### src/hw/rtl/cbae_pkg.sv
// Package for the cubic Bezier axis evaluator: widths, command codes and the
// Horner pipeline record shared by the top level and the step module.
// No dependencies.
`timescale 1ns / 1ps
`default_nettype none

package cbae_pkg;

  // Fraction bits of the curve parameter: 1.0 = 2^PARAM_FRAC_BITS
  localparam int PARAM_FRAC_BITS = 16;

  // Field widths fixed by the interface
  localparam int CmdW   = 2;
  localparam int ParamW = 17;
  localparam int CoordW = 26;
  localparam int ValW   = 32;

  // Clamped parameter width (holds 1.0 exactly)
  localparam int TW = PARAM_FRAC_BITS + 1;
  // Width used for the clamp compare
  localparam int XW = (ParamW > TW) ? ParamW : TW;
  // Working width of the Horner sums: 6a needs about CoordW + 6 bits,
  // two bits of headroom on top
  localparam int SW = CoordW + 8;
  // Product width: signed sum times zero-extended parameter
  localparam int PW = SW + TW + 1;

  typedef enum logic [CmdW-1:0] {
    CmdPoint  = 2'd0,
    CmdFirst  = 2'd1,
    CmdSecond = 2'd2,
    CmdNone   = 2'd3
  } cmd_e;

  // One item in flight through the Horner steps. addend[0] and en[0] belong
  // to the next step; each step shifts them down by one.
  typedef struct packed {
    logic signed [SW-1:0] s;
    logic [TW-1:0]        t;
    logic [2:0][SW-1:0]   addend;
    logic [2:0]           en;
  } horner_t;

endpackage

`default_nettype wire

### src/hw/rtl/cbae_horner_step.sv
// One Horner step, s <- round(s * t) + addend, as two register stages
// (multiply, then round and add). Depends on cbae_pkg.
`timescale 1ns / 1ps
`default_nettype none

module cbae_horner_step (
  input  wire logic             clk_i,
  input  wire logic             rst_ni,
  input  wire logic             valid_i,
  input  wire cbae_pkg::horner_t pipe_i,
  output logic                  valid_o,
  output cbae_pkg::horner_t     pipe_o
);

  // stage A: product
  logic                             valid_a_q;
  cbae_pkg::horner_t                pipe_a_q;
  logic signed [cbae_pkg::PW-1:0]   prod_d, prod_q;

  // stage B: round, add, shift the pending terms down
  logic signed [cbae_pkg::PW-1:0]   w;
  logic signed [cbae_pkg::SW-1:0]   s_new;
  cbae_pkg::horner_t                pipe_b_d, pipe_b_q;
  logic                             valid_b_q;

  assign prod_d = cbae_pkg::PW'(pipe_i.s) *
                  cbae_pkg::PW'($signed({1'b0, pipe_i.t}));

  always_ff @(posedge clk_i or negedge rst_ni) begin
    if (!rst_ni) begin
      valid_a_q <= 1'b0;
      valid_b_q <= 1'b0;
    end else begin
      valid_a_q <= valid_i;
      valid_b_q <= valid_a_q;
    end
  end

  always_ff @(posedge clk_i) begin
    prod_q   <= prod_d;
    pipe_a_q <= pipe_i;
    pipe_b_q <= pipe_b_d;
  end

  // round half up: floor((x + half) / 2^P) is an arithmetic shift
  assign w = prod_q +
             (cbae_pkg::PW'(1) <<< (cbae_pkg::PARAM_FRAC_BITS - 1));

  always_comb begin
    s_new = cbae_pkg::SW'(w >>> cbae_pkg::PARAM_FRAC_BITS) +
            $signed(pipe_a_q.addend[0]);
    pipe_b_d        = pipe_a_q;
    pipe_b_d.s      = pipe_a_q.en[0] ? s_new : pipe_a_q.s;
    pipe_b_d.addend = {cbae_pkg::SW'(0), pipe_a_q.addend[2:1]};
    pipe_b_d.en     = {1'b0, pipe_a_q.en[2:1]};
  end

  assign valid_o = valid_b_q;
  assign pipe_o  = pipe_b_q;

endmodule

`default_nettype wire

### config.mk
export PLATFORM = sky130hd
export DESIGN_NAME = cbae_horner_step
export DESIGN_NICKNAME = d
export VERILOG_FILES = /design/src/hw/rtl/cbae_pkg.sv /design/src/hw/rtl/cbae_horner_step.sv
export SDC_FILE = /design/constraint.sdc
export NUM_CORES = 2
export LEC_CHECK = 0
export BUFFER_PORTS_ARGS = -buffer_cell sky130_fd_sc_hd__buf_4
export CORE_ASPECT_RATIO = 0.7
export CORE_MARGIN = 2
export CORE_UTILIZATION = 45
export CTS_BUF_LIST = sky130_fd_sc_hd__clkbuf_16
export DETAILED_ROUTE_END_ITERATION = 8
export HOLD_SLACK_MARGIN = 0.1
export PLACE_DENSITY = 0.77
export SLEW_MARGIN = 30
export SYNTH_ARGS = -nofsm -noshare
export SYNTH_HDL_FRONTEND = slang
export SYNTH_SLANG_ARGS = --single-unit
### constraint.sdc
create_clock -name clk_i -period 3.5 [get_ports clk_i]
set_clock_uncertainty 0.1 [all_clocks]
set_input_delay 0.7 -clock clk_i [delete_from_list [all_inputs] [get_ports clk_i]]
set_output_delay 0.7 -clock clk_i [all_outputs]
set_load 0.05 [all_outputs]
==> results_dict.tcl <==
set metrics [dict create \
    busiest_layer "met2" \
    wl_per_cell_um 18.8 \
    root_buffer "clkbuf_16" \
    drc 0 \
    ff2ff_setup_slack_ns -0.21 \
    use_met2_pct 38.4 \
    numCtsBuffers 30 \
    hold_class "primary input to flop" \
    rsz0062_at_grt "true" \
    grt_pass1_vias 23335 \
    syn_avg_cell_area_um2 9.85 \
    area_growth_syn_to_layout_pct 32.0 \
    final_area_um2 37900 \
    final_cell_mix "inv_1 (623), buf_4 (563), fa_1 (508)" \
    finalCritPeriodShare_pct 166 \
    num-fill-cells 4822 \
    place_area_um2 34100 \
    vias 22122 \
    holdWs_ns 0.145 \
    synth_edf_count 0 \
    use_met3_pct 10.7 \
    fin_ws_ns -2.32 \
    fmax_mhz 172 \
    drt_iter0_drc 1764 \
    drv_slew 0 \
    setup_tns_ns -72.83 \
    ant_nets 0 \
    grt_pass1_wl_um 127000 \
    fp.dieH_um 215 \
    synth.ff_latch_count 314 \
    relSlewSlack_pct 63.2 \
    routed_via_density 4.98 \
    dp.cells 4234 \
    end_kind "flop" \
    grt_usage_pct 24.8 \
    crit_fanout 10 \
    synthCells 2911 \
    clk_pin_slew_worst_paths_ns 0.07 \
    dp_hpwl_um 61800 \
    row_count 77 \
    worstMarginPinSlew_ns 0.551 \
    dieArea_um2 65800 \
    final-hold-violation-count 0 \
    violations "setup timing" \
    gp_congestion 0.925 \
    ys_dominant_reg_cell "dfxtp_1" \
    ys_types 76 \
    dieWidth_um 306 \
    core_um2 63100 \
    drt_pass1_iterations 6 \
    start_util_pct 45.5 \
    timing.final.crit_period_ns 5.82 \
    cts_tree "done" \
    totalWireLength_um 83500 \
    antenna_found_initial 5 \
    nets 4434 \
    htreeDepth 1 \
    port-buffer-count 280 \
    layout_commonest_cell "inv_1" \
    clock_path_buffers 3 \
    grt.overflow.total 0 \
    startpoint_type "primary input" \
    seq_area_frac_synth_pct 22.0 \
    synthArstFlopShare_pct 0.637 \
    cts.sinks 314 \
    grt_max_degree 42 \
    io-pin-count 316 \
    cp.required_ns 3.95 \
    finalSetupViolCount 41 \
    arrival_ns 6.27 \
    grtUsageMet1_pct 32.0 \
    netlist_area_um2 28700 \
    maxCapViolations 0 \
    status "complete, but fails checks" \
    path_class "primary input to flop" \
    insertion_delay_ns 0.61 \
    final_cells 4441 \
    layout-drive-gt1-share_pct 27.3 \
    yosysWarnings 0 \
]
kinds of logic after synthesis:
group,Yosys count,synth area share (%)
multiplexers,20,0.785
flip-flops,314,22.0
AND/OR/NAND/NOR,797,14.5
buffers and inverters,782,10.7
AO/OA/AOI/OAI,208,4.85
XOR/XNOR,103,3.15
adder cells (fa/ha/maj),686,44.0
other,1,0.0131
metal layers:
metal / vias up / share of wire, %
li1: 9914 / -
met1: 10965 / 40
met2: 1111 / 44
met3: 132 / 13
met4: 0 / 2.5
met5: - / 0
path summary, 6_finish.rpt:
kind / startpoint / end / cells after the start
max in group asynchronous: rst_ni / valid_a_q$_DFF_PN0_ / 2
max: pipe_i[113] / prod_q[49]$_DFF_P_ / 24
max reg2reg: prod_q[18]$_DFF_P_ / pipe_o[146]$_DFF_P_ / 14
min reg2reg: pipe_a_q[100]$_DFF_P_ / pipe_o[66]$_DFF_P_ / 0
min: pipe_i[109] / pipe_a_q[109]$_DFF_P_ / 1
min in group asynchronous: rst_ni / valid_o$_DFF_PN0_ / 2
metrics by stage:
| stage | utilization, % | setup WS (ns) |
|---|---|---|
| 6_report | 60.0 | -2.32 |
| 5_1_grt | 60.0 | -2.50 |
| 4_1_cts | 58.7 | -2.21 |
| 3_5_place_dp | 54.0 | -2.94 |
| 3_3_place_gp | 54.0 | -2.85 |
| 2_1_floorplan | - | -2.52 |
synth_stat cells, drive strengths merged (7+ instances only):
| master | count | area, um^2 |
|---|---|---|
| a211oi | 7 | 52.6 |
| a21o | 29 | 218 |
| a21oi | 69 | 375 |
| and2 | 337 | 2110 |
| and3 | 13 | 83.8 |
| buf | 41 | 299 |
| clkbuf | 95 | 358 |
| dfxtp | 312 | 6250 |
| fa | 538 | 10800 |
| ha | 148 | 1850 |
| inv | 646 | 2420 |
| mux2 | 20 | 225 |
| nand2 | 302 | 1130 |
| nand2b | 7 | 43.8 |
| nand3 | 25 | 138 |
| nand4 | 12 | 96.3 |
| nor2 | 53 | 206 |
| nor2b | 10 | 62.6 |
| nor3 | 13 | 92.6 |
| o21a | 7 | 60.1 |
| o21ai | 43 | 223 |
| o21bai | 10 | 75.1 |
| or3 | 9 | 56.3 |
| xnor2 | 69 | 604 |
| xor2 | 34 | 298 |
layout make-up:
class | count | area (um^2) | area share (%)
Antenna cell | 2 | 5.00 | 0.0132
Clock buffer | 30 | 751 | 1.98
Clock inverter | 23 | 158 | 0.416
Inverter | 646 | 2430 | 6.41
Multi-Input combinational cell | 1849 | 20700 | 54.6
Sequential cell | 314 | 6320 | 16.7
Tap cell | 829 | 1040 | 2.74
Timing Repair Buffer | 748 | 6510 | 17.2
critical path: stages:
cell and delay (ns):
buf_6 0.13, buf_12 0.15, buf_4 0.14, and2_1 0.15
fa_1 0.53, inv_1 0.05, fa_1 0.50, inv_1 0.06
fa_2 0.62, fa_1 0.46, fa_1 0.56, inv_1 0.05
fa_1 0.49, inv_2 0.06, ha_4 0.16, a21oi_1 0.14
nor2b_1 0.06, o21ai_1 0.11, nand2b_1 0.09, a21o_1 0.20
a21oi_2 0.14, o21ai_2 0.11, a2111o_1 0.45, nand3_1 0.13
registers in the layout, summed over array words and instances, names as in the netlist:
register / flops
valid_a_q: 1
pipe_a_q: 156
pipe_o: 121
prod_q: 35
valid_o: 1
repair_timing:
action / in CTS / in global routing
hold buffers: 107 / 0
pin swaps: 121 / 111
endpoints found under the hold margin: 108 / 0
endpoints found under the setup margin: 47 / 52
resized for setup: 197 / 151
cloned: 3 / 3
buffers inserted: 21 / 22
Power is left out: the tool's default activity adds up to more than one toggle a clock period on the data nets, which glitch-free logic cannot reach.
